File: config.mk
export PLATFORM = sky130hd
export DESIGN_NAME = grid_zone_luma_average
export DESIGN_NICKNAME = d
export VERILOG_FILES = /design/src/rtl/core/gzla_pkg.sv /design/src/rtl/core/grid_zone_luma_average.sv /design/src/rtl/core/gzla_ram.sv /design/src/rtl/core/gzla_ctrl.sv /design/src/rtl/core/gzla_dpath.sv
export SDC_FILE = /design/constraint.sdc
export NUM_CORES = 1
export LEC_CHECK = 0
export ABC_AREA = 1
export BUFFER_PORTS_ARGS = -buffer_cell sky130_fd_sc_hd__buf_4
export CAP_MARGIN = 40
export CORE_UTILIZATION = 56
export CTS_CLUSTER_DIAMETER = 50
export DETAILED_ROUTE_END_ITERATION = 7
export HOLD_SLACK_MARGIN = 0.06
export MAX_ROUTING_LAYER = met4
export PLACE_DENSITY = 0.88
export SETUP_SLACK_MARGIN = 0.2
export SYNTH_ARGS = -nofsm -noshare
export SYNTH_HDL_FRONTEND = slang
export SYNTH_HIERARCHICAL = 1
export SYNTH_SLANG_ARGS = --single-unit
File: constraint.sdc
create_clock -name clk -period 5.55 [get_ports clk]
set_input_delay 0.555 -clock clk [delete_from_list [all_inputs] [get_ports clk]]
set_output_delay 0.555 -clock clk [all_outputs]
set_load 0.01 [all_outputs]
File: src/rtl/core/gzla_pkg.sv
// Shared types and constants of the grid zone luma average block.
`default_nettype none

package gzla_pkg;

  localparam int unsigned DIM_W     = 12;
  localparam int unsigned SUM_W     = 24;
  localparam int unsigned DIV_STEPS = 24;
  localparam int unsigned CNT_W     = 5;

  localparam logic [DIM_W-1:0] DIM_LIMIT = 12'd2048;
  localparam logic [DIM_W-1:0] FW_RESET  = 12'd320;
  localparam logic [DIM_W-1:0] FH_RESET  = 12'd240;

  localparam logic REG_FRAME_WIDTH  = 1'b0;
  localparam logic REG_FRAME_HEIGHT = 1'b1;

  typedef struct packed {
    logic [7:0] luma;
    logic       frame_start;
  } in_item_t;

  typedef struct packed {
    logic [3:0] cell_x;
    logic [3:0] cell_y;
    logic [7:0] average;
    logic       last_cell;
  } out_item_t;

  typedef enum logic [1:0] {
    ST_RUN,
    ST_DIV,
    ST_HOLD
  } ctl_state_t;

  typedef struct packed {
    logic accept;
    logic div_load;
    logic div_step;
    logic out_load;
  } cmd_t;

  typedef struct packed {
    logic s1_emit;
    logic out_free;
  } sts_t;

  function automatic logic [DIM_W-1:0] eff_dim(input logic [DIM_W-1:0] v);
    return (v > DIM_LIMIT) ? DIM_LIMIT : v;
  endfunction

endpackage

`default_nettype wire

File: src/rtl/core/grid_zone_luma_average.sv
// Top level of the grid zone luma average block.
//
// Input channel (in_valid, in_stall, in_data): one luma sample per item in
// raster order; frame_start marks the first pixel of a frame. The frame is cut
// into GRID_COLUMNS by GRID_ROWS cells sized from the frame_width and
// frame_height registers, set over the APB-style port (offsets 0 and 4).
// Output channel (out_valid, out_stall, out_data): one item per finished cell
// with its grid column, grid row, truncated mean luma and a last-cell flag.
// Throughput: while no cell result is pending, an item that finishes no cell
// is taken every cycle. An item that finishes a cell sends its sum through a
// 24-step restoring divider; input stalls while the sum is loaded, through
// the divider steps and until the result enters the output register.
// A waiting result sits in the output register; input is taken while it waits
// until the next cell finishes, which then holds until out_stall drops.
// Reset: registers return to 320 by 240, counters and accumulators clear at
// once through per-column valid bits; items are accepted in the first cycle.
`default_nettype none

module grid_zone_luma_average
  import gzla_pkg::*;
#(
  parameter int unsigned GRID_COLUMNS = 16,
  parameter int unsigned GRID_ROWS    = 9
) (
  input  wire logic        clk,
  input  wire logic        rst_n,
  input  wire logic        psel,
  input  wire logic        penable,
  input  wire logic        pwrite,
  input  wire logic [2:0]  paddr,
  input  wire logic [31:0] pwdata,
  output logic      [31:0] prdata,
  output logic             pready,
  input  wire logic        in_valid,
  output logic             in_stall,
  input  wire in_item_t    in_data,
  output logic             out_valid,
  input  wire logic        out_stall,
  output out_item_t        out_data
);

  cmd_t cmd;
  sts_t sts;

  assign pready = 1'b1;

  gzla_ctrl u_ctrl (
    .clk      (clk),
    .rst_n    (rst_n),
    .in_valid (in_valid),
    .sts      (sts),
    .in_stall (in_stall),
    .cmd      (cmd)
  );

  gzla_dpath #(
    .GRID_COLUMNS (GRID_COLUMNS),
    .GRID_ROWS    (GRID_ROWS)
  ) u_dpath (
    .clk       (clk),
    .rst_n     (rst_n),
    .psel      (psel),
    .penable   (penable),
    .pwrite    (pwrite),
    .paddr     (paddr),
    .pwdata    (pwdata),
    .prdata    (prdata),
    .in_data   (in_data),
    .out_stall (out_stall),
    .out_valid (out_valid),
    .out_data  (out_data),
    .cmd       (cmd),
    .sts       (sts)
  );

  a_load_free: assert property (@(posedge clk) disable iff (!rst_n)
    cmd.out_load |-> (!out_valid || !out_stall))
    else $error("result loaded over a waiting item");

  a_load_shows: assert property (@(posedge clk) disable iff (!rst_n)
    cmd.out_load |=> out_valid)
    else $error("loaded result not presented");

  a_div_src: assert property (@(posedge clk) disable iff (!rst_n)
    cmd.div_load |-> sts.s1_emit)
    else $error("divider started without a finished cell");

  a_no_accept: assert property (@(posedge clk) disable iff (!rst_n)
    cmd.accept |-> !sts.s1_emit)
    else $error("item taken while a cell result is pending");

endmodule

`default_nettype wire

File: src/rtl/core/gzla_ram.sv
// Generic single-write, single-read RAM with registered read data.
`default_nettype none

module gzla_ram #(
  parameter int unsigned WIDTH = 24,
  parameter int unsigned DEPTH = 16
) (
  input  wire logic                                      clk,
  input  wire logic                                      we,
  input  wire logic [((DEPTH > 1) ? $clog2(DEPTH) : 1)-1:0] waddr,
  input  wire logic [WIDTH-1:0]                          wdata,
  input  wire logic [((DEPTH > 1) ? $clog2(DEPTH) : 1)-1:0] raddr,
  output logic      [WIDTH-1:0]                          rdata
);

  logic [WIDTH-1:0] mem_r [DEPTH];
  logic [WIDTH-1:0] rdata_r;

  assign rdata = rdata_r;

  always_ff @(posedge clk) begin
    if (we) begin
      mem_r[waddr] <= wdata;
    end
    rdata_r <= mem_r[raddr];
  end

endmodule

`default_nettype wire

File: src/rtl/core/gzla_ctrl.sv
// Controller state machine: input flow, divider sequencing and result hand-off.
`default_nettype none

module gzla_ctrl
  import gzla_pkg::*;
(
  input  wire logic clk,
  input  wire logic rst_n,
  input  wire logic in_valid,
  input  wire sts_t sts,
  output logic      in_stall,
  output cmd_t      cmd
);

  ctl_state_t       state_r, state_nxt;
  logic [CNT_W-1:0] cnt_r, cnt_nxt;

  always_comb begin
    state_nxt = state_r;
    cnt_nxt   = '0;
    case (state_r)
      ST_RUN: begin
        if (sts.s1_emit) begin
          state_nxt = ST_DIV;
        end
      end
      ST_DIV: begin
        cnt_nxt = cnt_r + CNT_W'(1);
        if (cnt_r == CNT_W'(DIV_STEPS - 1)) begin
          state_nxt = ST_HOLD;
          cnt_nxt   = '0;
        end
      end
      ST_HOLD: begin
        if (sts.out_free) begin
          state_nxt = ST_RUN;
        end
      end
      default: begin
        state_nxt = ST_RUN;
      end
    endcase
  end

  always_comb begin
    in_stall     = 1'b1;
    cmd          = '0;
    case (state_r)
      ST_RUN: begin
        in_stall     = sts.s1_emit;
        cmd.div_load = sts.s1_emit;
      end
      ST_DIV: begin
        cmd.div_step = 1'b1;
      end
      ST_HOLD: begin
        cmd.out_load = sts.out_free;
      end
      default: begin
        in_stall = 1'b1;
      end
    endcase
    cmd.accept = in_valid && !in_stall;
  end

  always_ff @(posedge clk) begin
    if (!rst_n) begin
      state_r <= ST_RUN;
      cnt_r   <= '0;
    end else begin
      state_r <= state_nxt;
      cnt_r   <= cnt_nxt;
    end
  end

endmodule

`default_nettype wire

File: src/rtl/core/gzla_dpath.sv
// Datapath: registers, position counters, column accumulators, divider, output register.
`default_nettype none

module gzla_dpath
  import gzla_pkg::*;
#(
  parameter int unsigned GRID_COLUMNS = 16,
  parameter int unsigned GRID_ROWS    = 9
) (
  input  wire logic        clk,
  input  wire logic        rst_n,
  input  wire logic        psel,
  input  wire logic        penable,
  input  wire logic        pwrite,
  input  wire logic [2:0]  paddr,
  input  wire logic [31:0] pwdata,
  output logic      [31:0] prdata,
  input  wire in_item_t    in_data,
  input  wire logic        out_stall,
  output logic             out_valid,
  output out_item_t        out_data,
  input  wire cmd_t        cmd,
  output sts_t             sts
);

  localparam int unsigned AW  = (GRID_COLUMNS > 1) ? $clog2(GRID_COLUMNS) : 1;
  localparam int unsigned GCW = $clog2(GRID_COLUMNS + 1);
  localparam int unsigned GRW = $clog2(GRID_ROWS + 1);
  localparam int unsigned SW  = DIM_W + $clog2(GRID_COLUMNS);
  localparam int unsigned SH  = DIM_W + $clog2(GRID_ROWS);
  localparam int unsigned MW  = ((2 ** SW) + GRID_COLUMNS - 1) / GRID_COLUMNS;
  localparam int unsigned MH  = ((2 ** SH) + GRID_ROWS - 1) / GRID_ROWS;
  localparam int unsigned PW  = SW + DIM_W + 1;
  localparam int unsigned PH  = SH + DIM_W + 1;
  localparam logic [DIM_W-1:0] CW_RST = DIM_W'(FW_RESET / GRID_COLUMNS);
  localparam logic [DIM_W-1:0] CH_RST = DIM_W'(FH_RESET / GRID_ROWS);

  // configuration and derived cell sizes
  logic [DIM_W-1:0] fw_r, fw_nxt, fh_r, fh_nxt;
  logic [DIM_W-1:0] cw_r, cw_nxt, ch_r, ch_nxt;
  logic [DIM_W-1:0] eff_in, eff_w, eff_h;
  logic [PW-1:0]    prod_w;
  logic [PH-1:0]    prod_h;
  logic             cfg_wr;

  assign cfg_wr = psel && penable && pwrite;
  assign eff_in = eff_dim(pwdata[DIM_W-1:0]);
  assign prod_w = PW'(eff_in) * PW'(MW);
  assign prod_h = PH'(eff_in) * PH'(MH);
  assign eff_w  = eff_dim(fw_r);
  assign eff_h  = eff_dim(fh_r);

  always_comb begin
    fw_nxt = fw_r;
    fh_nxt = fh_r;
    cw_nxt = cw_r;
    ch_nxt = ch_r;
    if (cfg_wr) begin
      case (paddr[2])
        REG_FRAME_WIDTH: begin
          fw_nxt = pwdata[DIM_W-1:0];
          cw_nxt = prod_w[SW+DIM_W-1:SW];
        end
        REG_FRAME_HEIGHT: begin
          fh_nxt = pwdata[DIM_W-1:0];
          ch_nxt = prod_h[SH+DIM_W-1:SH];
        end
        default: begin
          fw_nxt = fw_r;
        end
      endcase
    end
  end

  always_comb begin
    case (paddr[2])
      REG_FRAME_WIDTH:  prdata = 32'(fw_r);
      REG_FRAME_HEIGHT: prdata = 32'(fh_r);
      default:          prdata = '0;
    endcase
  end

  // position counters
  logic [10:0]    pc_r, pc_nxt, pr_r, pr_nxt, pc_c, pr_c;
  logic [7:0]     cic_r, cic_nxt, ric_r, ric_nxt, cic_c, ric_c;
  logic [GCW-1:0] gc_r, gc_nxt, gc_c;
  logic [GRW-1:0] gr_r, gr_nxt, gr_c;
  logic [8:0]     cic_inc, ric_inc;
  logic [11:0]    pc_inc, pr_inc;
  logic           start, sizes_ok, in_cols, in_rows, cw_hit, ch_hit;
  logic           acc, emit, last, line_end, frame_end;
  logic [AW-1:0]  x_addr;
  logic [31:0]    gc_ext, gr_ext;

  assign start     = in_data.frame_start;
  assign pc_c      = start ? '0 : pc_r;
  assign pr_c      = start ? '0 : pr_r;
  assign cic_c     = start ? '0 : cic_r;
  assign ric_c     = start ? '0 : ric_r;
  assign gc_c      = start ? '0 : gc_r;
  assign gr_c      = start ? '0 : gr_r;
  assign sizes_ok  = (cw_r != '0) && (ch_r != '0);
  assign in_cols   = gc_c < GCW'(GRID_COLUMNS);
  assign in_rows   = gr_c < GRW'(GRID_ROWS);
  assign cic_inc   = {1'b0, cic_c} + 9'd1;
  assign ric_inc   = {1'b0, ric_c} + 9'd1;
  assign cw_hit    = DIM_W'(cic_inc) >= cw_r;
  assign ch_hit    = DIM_W'(ric_inc) >= ch_r;
  assign acc       = sizes_ok && in_cols && in_rows;
  assign emit      = acc && cw_hit && ch_hit;
  assign last      = (gc_c == GCW'(GRID_COLUMNS - 1)) && (gr_c == GRW'(GRID_ROWS - 1));
  assign pc_inc    = {1'b0, pc_c} + 12'd1;
  assign pr_inc    = {1'b0, pr_c} + 12'd1;
  assign line_end  = pc_inc >= eff_w;
  assign frame_end = line_end && (pr_inc >= eff_h);
  assign x_addr    = gc_c[AW-1:0];
  assign gc_ext    = 32'(gc_c);
  assign gr_ext    = 32'(gr_c);

  always_comb begin
    pc_nxt  = pc_r;
    pr_nxt  = pr_r;
    cic_nxt = cic_r;
    ric_nxt = ric_r;
    gc_nxt  = gc_r;
    gr_nxt  = gr_r;
    if (cmd.accept) begin
      cic_nxt = cic_c;
      ric_nxt = ric_c;
      gc_nxt  = gc_c;
      gr_nxt  = gr_c;
      pr_nxt  = pr_c;
      if (sizes_ok && in_cols) begin
        if (cw_hit) begin
          cic_nxt = '0;
          gc_nxt  = gc_c + GCW'(1);
        end else begin
          cic_nxt = cic_inc[7:0];
        end
      end
      if (line_end) begin
        pc_nxt  = '0;
        cic_nxt = '0;
        gc_nxt  = '0;
        if (sizes_ok && in_rows) begin
          if (ch_hit) begin
            ric_nxt = '0;
            gr_nxt  = gr_c + GRW'(1);
          end else begin
            ric_nxt = ric_inc[7:0];
          end
        end
        if (frame_end) begin
          pr_nxt  = '0;
          ric_nxt = '0;
          gr_nxt  = '0;
        end else begin
          pr_nxt = pr_inc[10:0];
        end
      end else begin
        pc_nxt = pc_inc[10:0];
      end
    end
  end

  // accumulate stage
  logic              s1_v_r, s1_v_nxt;
  logic [7:0]        s1_luma_r;
  logic [AW-1:0]     s1_addr_r;
  logic              s1_acc_r, s1_emit_r, s1_wrap_r, s1_fwd_r, s1_last_r;
  logic [3:0]        s1_x_r, s1_y_r;
  logic              s1_fwd_nxt;
  logic [SUM_W-1:0]  fwd_val_r, ram_rdata, base, sum, wdata;
  logic [GRID_COLUMNS-1:0] vld_r, vld_nxt;

  assign s1_v_nxt   = cmd.accept;
  assign s1_fwd_nxt = s1_v_r && s1_acc_r && !s1_wrap_r && !start && (s1_addr_r == x_addr);
  assign base       = s1_fwd_r ? fwd_val_r : (vld_r[s1_addr_r] ? ram_rdata : '0);
  assign sum        = base + SUM_W'(s1_luma_r);
  assign wdata      = s1_emit_r ? '0 : sum;

  always_comb begin
    vld_nxt = vld_r;
    if (s1_v_r && s1_acc_r) begin
      vld_nxt[s1_addr_r] = 1'b1;
    end
    if ((s1_v_r && s1_wrap_r) || (cmd.accept && start)) begin
      vld_nxt = '0;
    end
  end

  gzla_ram #(
    .WIDTH (SUM_W),
    .DEPTH (GRID_COLUMNS)
  ) u_sums (
    .clk   (clk),
    .we    (s1_v_r && s1_acc_r),
    .waddr (s1_addr_r),
    .wdata (wdata),
    .raddr (x_addr),
    .rdata (ram_rdata)
  );

  // restoring divider, one quotient bit per step
  logic [SUM_W-1:0] div_rem_r, div_rem_nxt, div_q_r, div_q_nxt, div_dvs_r, div_dvs_nxt;
  logic [3:0]       div_x_r, div_x_nxt, div_y_r, div_y_nxt;
  logic             div_last_r, div_last_nxt;
  logic [SUM_W:0]   div_trial, div_diff;
  logic [SUM_W-1:0] area;

  assign area      = SUM_W'(cw_r) * SUM_W'(ch_r);
  assign div_trial = {div_rem_r, div_q_r[SUM_W-1]};
  assign div_diff  = div_trial - {1'b0, div_dvs_r};

  always_comb begin
    div_rem_nxt  = div_rem_r;
    div_q_nxt    = div_q_r;
    div_dvs_nxt  = div_dvs_r;
    div_x_nxt    = div_x_r;
    div_y_nxt    = div_y_r;
    div_last_nxt = div_last_r;
    if (cmd.div_load) begin
      div_rem_nxt  = '0;
      div_q_nxt    = sum;
      div_dvs_nxt  = area;
      div_x_nxt    = s1_x_r;
      div_y_nxt    = s1_y_r;
      div_last_nxt = s1_last_r;
    end else if (cmd.div_step) begin
      if (!div_diff[SUM_W]) begin
        div_rem_nxt = div_diff[SUM_W-1:0];
      end else begin
        div_rem_nxt = div_trial[SUM_W-1:0];
      end
      div_q_nxt = {div_q_r[SUM_W-2:0], !div_diff[SUM_W]};
    end
  end

  // output register
  logic      out_valid_r, out_valid_nxt;
  out_item_t out_data_r, out_data_nxt;

  always_comb begin
    out_valid_nxt = out_valid_r && out_stall;
    out_data_nxt  = out_data_r;
    if (cmd.out_load) begin
      out_valid_nxt          = 1'b1;
      out_data_nxt.cell_x    = div_x_r;
      out_data_nxt.cell_y    = div_y_r;
      out_data_nxt.average   = div_q_r[7:0];
      out_data_nxt.last_cell = div_last_r;
    end
  end

  assign out_valid    = out_valid_r;
  assign out_data     = out_data_r;
  assign sts.s1_emit  = s1_v_r && s1_emit_r;
  assign sts.out_free = !out_valid_r || !out_stall;

  always_ff @(posedge clk) begin
    if (!rst_n) begin
      fw_r        <= FW_RESET;
      fh_r        <= FH_RESET;
      cw_r        <= CW_RST;
      ch_r        <= CH_RST;
      pc_r        <= '0;
      pr_r        <= '0;
      cic_r       <= '0;
      ric_r       <= '0;
      gc_r        <= '0;
      gr_r        <= '0;
      s1_v_r      <= 1'b0;
      vld_r       <= '0;
      out_valid_r <= 1'b0;
    end else begin
      fw_r        <= fw_nxt;
      fh_r        <= fh_nxt;
      cw_r        <= cw_nxt;
      ch_r        <= ch_nxt;
      pc_r        <= pc_nxt;
      pr_r        <= pr_nxt;
      cic_r       <= cic_nxt;
      ric_r       <= ric_nxt;
      gc_r        <= gc_nxt;
      gr_r        <= gr_nxt;
      s1_v_r      <= s1_v_nxt;
      vld_r       <= vld_nxt;
      out_valid_r <= out_valid_nxt;
    end
  end

  always_ff @(posedge clk) begin
    if (cmd.accept) begin
      s1_luma_r <= in_data.luma;
      s1_addr_r <= x_addr;
      s1_acc_r  <= acc;
      s1_emit_r <= emit;
      s1_wrap_r <= frame_end;
      s1_fwd_r  <= s1_fwd_nxt;
      s1_x_r    <= gc_ext[3:0];
      s1_y_r    <= gr_ext[3:0];
      s1_last_r <= last;
    end
    if (s1_v_r) begin
      fwd_val_r <= wdata;
    end
    div_rem_r  <= div_rem_nxt;
    div_q_r    <= div_q_nxt;
    div_dvs_r  <= div_dvs_nxt;
    div_x_r    <= div_x_nxt;
    div_y_r    <= div_y_nxt;
    div_last_r <= div_last_nxt;
    out_data_r <= out_data_nxt;
  end

endmodule

`default_nettype wire

; Word-level counts from Yosys, hierarchy flattened
; Memories as Yosys holds them, arrays and structs flattened. A register that Yosys moved wholly into a read port is not among the register bits.
; Cells that the tools add are included.
[classes]
muxes = 48
reduce_logical = 37
mul = 2
div = 0
magnitude_cmp = 11
eq_ne = 9
bitwise_logic = 4
shifts = 0
addsub = 9
[op_table]
columns = cell, count
row1 = two-way mux 24 bit, 6
row2 = two-way mux 8 bit, 9
row3 = one-hot mux 32 bit (2 select lines), 1
row4 = two-way mux 11 bit, 5
row5 = > comparator 12 bit (second input constant), 3
row6 = two-way mux 12 bit, 3
row7 = subtractor 25 x 24 -> 25 bit, 1
row8 = adder 11 x 1 -> 12 bit (second input constant), 2
row9 = adder 24 x 8 -> 24 bit, 1
row10 = >= comparator 12 bit, 2
row11 = multiplier 12 x 12 -> 24 bit (second input constant), 1
row12 = nonzero test 12 bit, 2
row13 = logical AND 1 bit, 20
row14 = two-way mux 4 bit, 5
row15 = two-way mux 5 bit, 4
row16 = adder 8 x 1 -> 9 bit (second input constant), 2
row17 = multiplier 8 x 9 -> 17 bit, 1
row18 = OR 16 bit, 1
row19 = adder 5 x 1 -> 5 bit (second input constant), 2
row20 = >= comparator 9 x 8 -> 1 bit, 1
row21 = >= comparator 9 bit, 1
row22 = two-way mux 1 bit, 9
row23 = logical NOT 1 bit, 6
row24 = two-way mux 2 bit, 3
row25 = 23 further kinds, 29
[word_totals]
latch_bits = 0
ff_bits = 256
ram_bits = 384
wordCells = 155
n_memories = 1
in_bits = 51
mem_bits_ro = 0
output_inout_bits = 52
[memory_table]
columns = name, words, word_bits, read_ports, rd_clocked_by_memory_dff, wr, line_no
row1 = u_dpath.u_sums.mem_r, 16, 24, 1, 1, 1, gzla_ram.sv:16  ; logic [WIDTH-1:0] mem_r [DEPTH];

; Longest topological paths before layout
; Gate-level depths: netlist (run 1).
[depth]
depth_word = 7
ltp_mapped = 29
mapped_depth_nobuf = 29

; By module
; Netlist (run 1), hierarchy kept.
[modules_own_cells]
columns = module, n_inst, cells_per_inst, area_per_inst_um2, seq_area_each_um2
row1 = gzla_dpath, 1, 2342, 18212.5, 5965.7
row2 = gzla_ram, 1, 1597, 16951.3, 12011.5
row3 = gzla_ctrl, 1, 42, 317.8, 140.1
row4 = grid_zone_luma_average, 1, 2, 11.3, 0.0

; Worst setup path after synthesis (run 1)
; No wires, ideal clock.
[synth_path]
path_kind = input to register
from = input pwdata[10]
to = register u_dpath.ch_r[4]
t_arrival_ns = 5.467
cell_stages = 24
slack_ns = -0.055
path_buffers = 0
required_time_ns = 5.412
setup_time_ns = 0.138
cell_sequence = inv_1 > nand3_1 > o31ai_1 > inv_1 > nor2_1 > inv_1 > fa_1 > inv_1 > ha_1 > inv_1 > fa_1 > inv_1 > fa_1 > inv_1 > fa_1 > inv_1 > ha_1 > nand2_1 > nor4_1 > a21oi_1 > o21bai_1 > a21oi_1 > o21ai_0 > o211ai_1
[synth_between]
elab_chain_len = 3
[synth_lines]
columns = element, line_no
row1 = "start, declared", grid_zone_luma_average.sv:31  ; input wire logic [31:0] pwdata,
row2 = > comparator 12 bit, gzla_pkg.sv:49  ; return (v > DIM_LIMIT) ? DIM_LIMIT : v;
row3 = two-way mux 12 bit, gzla_pkg.sv:49
row4 = net u_dpath.eff_in[8], gzla_dpath.sv:41  ; logic [DIM_W-1:0] eff_in, eff_w, eff_h;
row5 = multiplier 12 x 12 -> 24 bit, gzla_dpath.sv:49  ; assign prod_h = PH'(eff_in) * PH'(MH);
row6 = "end signal, assigned", gzla_dpath.sv:279  ; ch_r <= ch_nxt;
row7 = "end, declared", gzla_dpath.sv:40  ; logic [DIM_W-1:0] cw_r, cw_nxt, ch_r, ch_nxt;
; The timed path passes the listed nets, and every way through them passes these cells.
; A chain may end at the register's enable or synchronous reset.

; Final worst setup path (run 1)
[layout_path]
from = input pwdata[7]
to = register u_dpath.ch_r[4]
; The elaborated chain is that of the path after synthesis.

==> results of run 1 <==
-- sequential cells by signal (all words and copies together), names as in the netlist, 9 cells and up --
| signal | flops |
|---|---|
| u_dpath/u_sums/rdata | 24 |
| u_dpath/fh_r | 12 |
| u_dpath/div_q_r | 24 |
| u_dpath/u_sums/mem_r | 384 |
| u_dpath/pc_r | 11 |
| u_dpath/out_data | 17 |
| u_dpath/ch_r | 9 |
| u_dpath/fw_r | 12 |
| u_dpath/fwd_val_r | 24 |
| u_dpath/div_rem_r | 24 |
| u_dpath/vld_r | 16 |
| u_dpath/pr_r | 11 |
| u_dpath/div_dvs_r | 17 |
-- final timing paths --
check                           from                     to  cells past startpoint  slack (ps)
hold / removal            in_data[1]   u_dpath/s1_luma_r[0]                      1         110
setup / recovery           pwdata[7]        u_dpath/ch_r[4]                     28         530
setup reg to reg     u_dpath/cw_r[3]  u_dpath/div_dvs_r[14]                     15         610
hold reg to reg   u_dpath/div_y_r[0]    u_dpath/out_data[9]                      0         410
-- metal layers --
layer / track usage / part of all wire
met2: 0.476 / 0.47
met5: - / 0
met1: 0.360 / 0.37
met4: 0.141 / 0.047
met3: 0.0565 / 0.11
-- cell families (layout without fill, tap and decap cells) --
family                     count (synthesis)  count (layout)
and+or+nand+nor                         1734            1734
buffers and inverters                    839             953
DFF                                      657             657
AOI/OAI and AO/OA                        414             414
adders and majority gates                252             252
xor gates and xnor gates                  84              84
other                                      2              23
muxes                                      1               1
-- cell type report --
| type | instances | area share |
|---|---|---|
| antenna | 1 | 0.0000629 |
| multi-input combinational | 2507 | 0.359 |
| timing repair buffer | 164 | 0.0408 |
| clock buffer | 101 | 0.0493 |
| clock inverter | 24 | 0.00601 |
| sequential | 657 | 0.456 |
| inverter | 664 | 0.0628 |
| tap | 837 | 0.0263 |
-- placed cells by master (no fill, tap or decap), drive strengths merged, types with 11 or more instances in the layout --
cell type / Yosys / routed
nand2: 1100 / 1100
o211ai: 34 / 34
xnor2: 26 / 26
clkbuf: 76 / 101
fa: 71 / 71
a31oi: 11 / 11
nand3: 365 / 365
o21ai: 150 / 150
xor2: 58 / 58
nor3: 22 / 22
buf: 99 / 164
nor2: 208 / 208
edfxtp: 496 / 496
ha: 181 / 181
conb: 2 / 22
a21oi: 170 / 170
clkinv: 2 / 15
inv: 662 / 668
dfxtp: 161 / 161
nand4: 19 / 19
-- worst max-delay path, stage by stage --
cell      delay (ps)
buf_4            120
inv_1             70
nand4_1          190
o31ai_4          300
inv_2            100
nor2_4            90
inv_1             60
fa_1             530
inv_1             40
ha_1             290
inv_1             60
fa_1             520
inv_1             50
fa_1             500
inv_1             60
fa_1             550
inv_1             70
ha_4             280
nand2_1           80
buf_4            140
nor2_1           100
nand2_1           60
nand3_1          110
a21oi_2           60
o21bai_1         190
a21oi_1           80
o21ai_0          120
o211ai_1         100
-- through the flow --
step,util,worst slack [ps],total power [mW],hold WS [ps],cells
after global routing,0.640,166,12.8,94.8,4955
after global placement,0.594,-65.3,7.73,403,4800
after detailed placement,0.604,-69.5,7.81,405,4828
after CTS,0.639,552,12.3,89.2,4953
final,0.640,531,12.3,106,4955
after floorplan,-,231,7.26,400,4003
-- power by group through the flow --
stage / logic (mW) / clock network (mW) / registers [mW]
after floorplan: 1.60 / 0 / 5.66
after global placement: 2.03 / 0 / 5.70
after detailed placement: 2.11 / 0 / 5.70
after CTS: 2.15 / 4.54 / 5.60
after global routing: 2.48 / 4.71 / 5.62
final: 2.20 / 4.52 / 5.61
==> results.sh, run 1 <==
export IMPL_status="completed"
export IMPL_hold_viol_final=0
export IMPL_multiInputGateArea_um2=14300
export IMPL_fin_area_um2=39800
export IMPL_ys_ff_latch=657
export IMPL_synth_compound_area_frac=0.0671
export IMPL_leakagePower_nw=18.1
export IMPL_critPathKind="input pin to flop"
export IMPL_power_density_nw_per_um2=310
export IMPL_grt_pass1_vias=28208
export IMPL_grt_max_degree=193
export IMPL_power_share_switching=0.279
export IMPL_drc=0
export IMPL_initialDrtViolationCount=3579
export IMPL_drv_slew=0
export IMPL_hp_class="input pin to flop"
export IMPL_dp_hpwl_um=57000
export IMPL_holdBufCountCts=0
export IMPL_core_um2=62200
export IMPL_final_setup_viol_count=0
export IMPL_die_y_um=254
export IMPL_vias_per_cell=5.74
export IMPL_synth_top_family_by_area="simple AND/OR/NAND/NOR gates"
export IMPL_synth_mux_area_frac=0.000282
export IMPL_postCtsSetupRepairBufs=0
export IMPL_drive_gt1_frac=0.0806
export IMPL_fp_dieW_um=254
export IMPL_wl_per_cell_um=18.7
export IMPL_irDropWorstVdd_v=0.000253
export IMPL_seq_area_um2=18100
export IMPL_numCtsBuffers=68
export IMPL_synth_fa_ha_area_frac=0.104
export IMPL_startpoint_type="input pin"
export IMPL_fill_cells=4467
export IMPL_synth_common_cells="nand2_1 (1094), inv_1 (656), edfxtp_1 (496)"
export IMPL_relSlewSlack=0.326
export IMPL_synth_avg_cell_area_um2=8.91
export IMPL_gp_congestion=0.922
export IMPL_num_nets_final=4365
export IMPL_endpoint_kind="flop"
export IMPL_dr_pass1_iters=6
export IMPL_fin_crit_sh=0.904
export IMPL_pwr_share_clk=0.367
export IMPL_postCtsResizedCells=0
export IMPL_syn_to_final_growth_pct=12.0
export IMPL_portBuffers=59
export IMPL_worst_ep_arrival_time_ps=5470
export IMPL_io_pins=103
export IMPL_die_area_um2=64400
export IMPL_layout_min_cycle_time_ps=5020
export IMPL_htreeDepth=3
export IMPL_yosys_warnings=6
export IMPL_fmax_mhz=199
export IMPL_cap_violations=0
export IMPL_postPlaceCellArea_um2=37500
export IMPL_cts_sinks=657
export IMPL_yosysTopAreaCell="edfxtp_1"
export IMPL_clock_latency_ps=620
export IMPL_internal_power_mw=8.90
export IMPL_syn_cell_area_um2=35500
export IMPL_cts_tree="yes"
export IMPL_fin_tns_setup_ps=0
export IMPL_synth_edf_count=496
export IMPL_antenna_found_initial=1
export IMPL_clock_skew_ps=29.2
export IMPL_cts_root_buf="clkbuf_16"
export IMPL_synthSimpleGateAreaFrac=0.202
export IMPL_ant_nets=0
export IMPL_ys_types=56
export IMPL_path_max_fanout=4
export IMPL_p_switching_mw=3.44
export IMPL_synthCells=3983
export IMPL_synthFlopType="edfxtp_1"
export IMPL_pwr_share_seq=0.455
export IMPL_worst_slew_pin_transition_ps=1010
export IMPL_async_flop_share=0
export IMPL_drt_total_wl_um=92500
export IMPL_seq_area_frac_synth=0.510
export IMPL_ys_top_cells_by_area="edfxtp_1 (42%), nand2_1 (12%), dfxtp_1 (9.1%)"
export IMPL_required_ps=6010
export IMPL_clk_pin_slew_ps=60
export IMPL_initial_core_util=0.571
export IMPL_grt_first_pass_wirelength_um=144000
export IMPL_grt_usage=0.296
export IMPL_row_count=91
export IMPL_p_comb_frac=0.179
export IMPL_cts_buffer_depth=3
export IMPL_vias=28458
export IMPL_synth_top_area_share=0.420
export IMPL_grt_overflow=0
export IMPL_grt_setup_unrepaired="yes"
export IMPL_synth_most_common_cell="nand2_1"
export IMPL_yosys_area_share_xor_xnor=0.0207
(Power assumes the default switching activity.)
==> inputs of run 2 (changes only) <==
ABC_AREA = unset   (was 1)
==> run 2 against run 1 <==
Against the previous run:
- clock power is 8.2% higher
- via count is 22% lower
- clock skew is 8.1 ps lower
- combinational power decreased by 9%
- critical path depth decreased by 10
- final cell count is 29% lower
- synthesized cell count fell by 36%
- critical path type is now flop to flop
- largest cell class unchanged
- largest power group unchanged
==> results.sh, run 2 <==
export IMPL_status="completed"
export IMPL_num_nets_final=3005
export IMPL_ys_ff_latch=657
export IMPL_drive_gt1_frac=0.174
export IMPL_cap_violations=0
export IMPL_syn_cell_area_um2=32800
export IMPL_grt_pass1_vias=22556
export IMPL_drc=0
export IMPL_holdBufCountCts=0
export IMPL_hp_class="input pin to flop"
export IMPL_required_ps=5990
export IMPL_hp_start="in_data[3]"
export IMPL_path_cells="mux4_2 > o22a_1 > nand4b_1 > o31ai_4 > buf_4 > a22o_1 > ha_1 > o21ai_0 > o21ai_0 > o21ai_0 > a21oi_1 > o21a_1 > buf_4 > nand2_1 > nor2_1 > mux2_2 > a31oi_1 > buf_4"
export IMPL_seq_area_frac_synth=0.552
export IMPL_ys_types=91
export IMPL_cts_root_buf="clkbuf_16"
export IMPL_yosysTopAreaCell="edfxtp_1"
export IMPL_grt_overflow=0
export IMPL_numCtsBuffers=73
export IMPL_die_area_um2=59600
export IMPL_clk_pin_slew_ps=60
export IMPL_drt_total_wl_um=82600
export IMPL_fmax_mhz=193
export IMPL_synthCells=2561
export IMPL_async_flop_share=0
export IMPL_antenna_cells=0
export IMPL_cts_sinks=657
export IMPL_utilization=0.642
export IMPL_ant_nets=0
export IMPL_die_y_um=244
export IMPL_row_count=88
export IMPL_r2r_start="u_dpath/s1_x_r[2]"
export IMPL_top_register="u_dpath/u_sums/mem_r"
export IMPL_path_max_fanout=25
export IMPL_grt_max_degree=53
export IMPL_layout_commonest_cell="edfxtp_1"
export IMPL_critPathKind="flop to flop"
export IMPL_gp_congestion=0.918
export IMPL_layout_min_cycle_time_ps=5190
export IMPL_largest_register_ffs=384
export IMPL_io_pins=103
export IMPL_irDropWorstVdd_v=0.000295
export IMPL_crit_path_start="u_dpath/s1_x_r[2]"
export IMPL_fin_area_um2=37100
export IMPL_fp_dieW_um=244
export IMPL_cts_buffer_depth=3
export IMPL_relSlewSlack=0.359
export IMPL_dr_pass1_iters=7
export IMPL_portBuffers=59
export IMPL_drv_slew=0
export IMPL_max_stage_delay_ps=530
export IMPL_wl_per_cell_um=23.4
export IMPL_synthFlopType="edfxtp_1"
export IMPL_power_density_nw_per_um2=337
export IMPL_crit_buf_inv=3
export IMPL_postPlaceCellArea_um2=34600
export IMPL_grt_first_pass_wirelength_um=128000
export IMPL_critPathTopFamily="compound AO/OA/AOI/OAI gates"
export IMPL_vias=22214
export IMPL_grt_setup_unrepaired="no"
export IMPL_layout_cells_most_common_list="edfxtp_1 (496), nand2_1 (239), inv_1 (185), ha_1 (181), buf_4 (162)"
export IMPL_synth_edf_count=496
export IMPL_clock_latency_ps=610
export IMPL_startpoint_type="flop"
export IMPL_core_um2=57800
export IMPL_worst_slew_pin_transition_ps=962
export IMPL_hold_viol_final=0
export IMPL_synth_top_area_share=0.454
export IMPL_antenna_found_initial=0
export IMPL_initialDrtViolationCount=2308
export IMPL_dp_hpwl_um=52200
export IMPL_htreeDepth=3
export IMPL_power_total_mw=12.5
export IMPL_endpoint_kind="flop"
export IMPL_vias_per_cell=6.30
export IMPL_synth_avg_cell_area_um2=12.8
export IMPL_syn_to_final_growth_pct=13.1
export IMPL_synth_most_common_cell="edfxtp_1"
export IMPL_dp_cells=3379
export IMPL_grt_usage=0.287
export IMPL_leakagePower_nw=14.3
export IMPL_cts_tree="yes"
export IMPL_stdcell_count=3525
export IMPL_synth_common_cells="edfxtp_1 (496), nand2_1 (240), inv_1 (185)"
export IMPL_worst_ep_arrival_time_ps=5630
export IMPL_ys_top_cells_by_area="edfxtp_1 (45%), dfxtp_1 (9.8%), ha_1 (6.9%)"
export IMPL_yosys_warnings=6
export IMPL_final_setup_viol_count=0
export IMPL_fin_crit_sh=0.935
export IMPL_initial_core_util=0.568
export IMPL_clock_skew_ps=21.1
export IMPL_crit_slowest_cell="mux4_2"
export IMPL_postCtsSetupRepairBufs=0
## run 2: cell count changes in the layout (fill, tap and decap cells not counted), moves of 27 or more
cell | previous run | this run
xor2_1 | 58 | 29
nand3_1 | 362 | 59
inv_1 | 653 | 185
mux2_2 | 0 | 36
nand2b_1 | 0 | 27
a22o_1 | 0 | 39
mux4_2 | 0 | 98
nor2b_1 | 0 | 45
a22oi_1 | 6 | 51
o21ai_0 | 126 | 43
a21oi_1 | 168 | 110
nand2_1 | 1094 | 239
## run 2: per-layer routing
| metal | vias up | share of wire | global-route usage |
|---|---|---|---|
| met1 | 10888 | 0.37 | 0.349 |
| met3 | 310 | 0.088 | 0.0489 |
| met4 | 0 | 0.043 | 0.128 |
| met5 | - | 0 | - |
| li1 | 9658 | - | - |
| met2 | 1358 | 0.49 | 0.471 |
## run 2: repair_timing
| action | 4_1_cts | 5_1_grt |
|---|---|---|
| setup endpoints to repair | 17 | 17 |
| gates resized for setup | 1 | 1 |
| cloned | 0 | 0 |
## run 2: power breakdown
part           total (mW)  switching, mW  internal, mW
sequential           5.60          0.128          5.47
clock                4.89           2.03          2.86
combinational        2.01           1.17         0.836
## run 2: final timing paths
| kind | end | slack (ps) | depth (start not counted) |
|---|---|---|---|
| worst max-delay path | u_dpath/u_sums/mem_r[7][19] | 360 | 18 |
| worst min register to register | u_dpath/out_data[15] | 420 | 0 |
| worst min-delay path | u_dpath/s1_luma_r[2] | 120 | 1 |
| worst max register to register | u_dpath/u_sums/mem_r[7][19] | 360 | 18 |
## run 2: metrics by stage
step                setup WS [ps]  hold WS (ps)  TNS, ps
floorplan                     206           400        0
global placement             -151           406     -211
detailed placement           -139           406     -167
CTS                           253          96.0        0
global route                  207           107        0
finish                        360           122        0
## run 2: cell families (layout without fill, tap and decap cells)
family | count (synthesis) | after routing | share of synthesized area
AOI/OAI and AO/OA | 410 | 410 | 0.0869
xor gates and xnor gates | 79 | 79 | 0.0211
adders and majority gates | 252 | 252 | 0.112
buffers and inverters | 309 | 488 | 0.0398
DFF | 657 | 657 | 0.552
muxes | 154 | 154 | 0.0858
other | 2 | 22 | 0.000229
and+or+nand+nor | 698 | 698 | 0.102
## run 2: final cells by class
| class | count | area (um^2) |
|---|---|---|
| Clock buffer | 92 | 1950 |
| Clock inverter | 41 | 474 |
| Fill cell | 3931 | 20700 |
| Inverter | 187 | 702 |
| Multi-Input combinational cell | 1615 | 13600 |
| Sequential cell | 657 | 18100 |
| Tap cell | 765 | 957 |
| Timing Repair Buffer | 168 | 1330 |
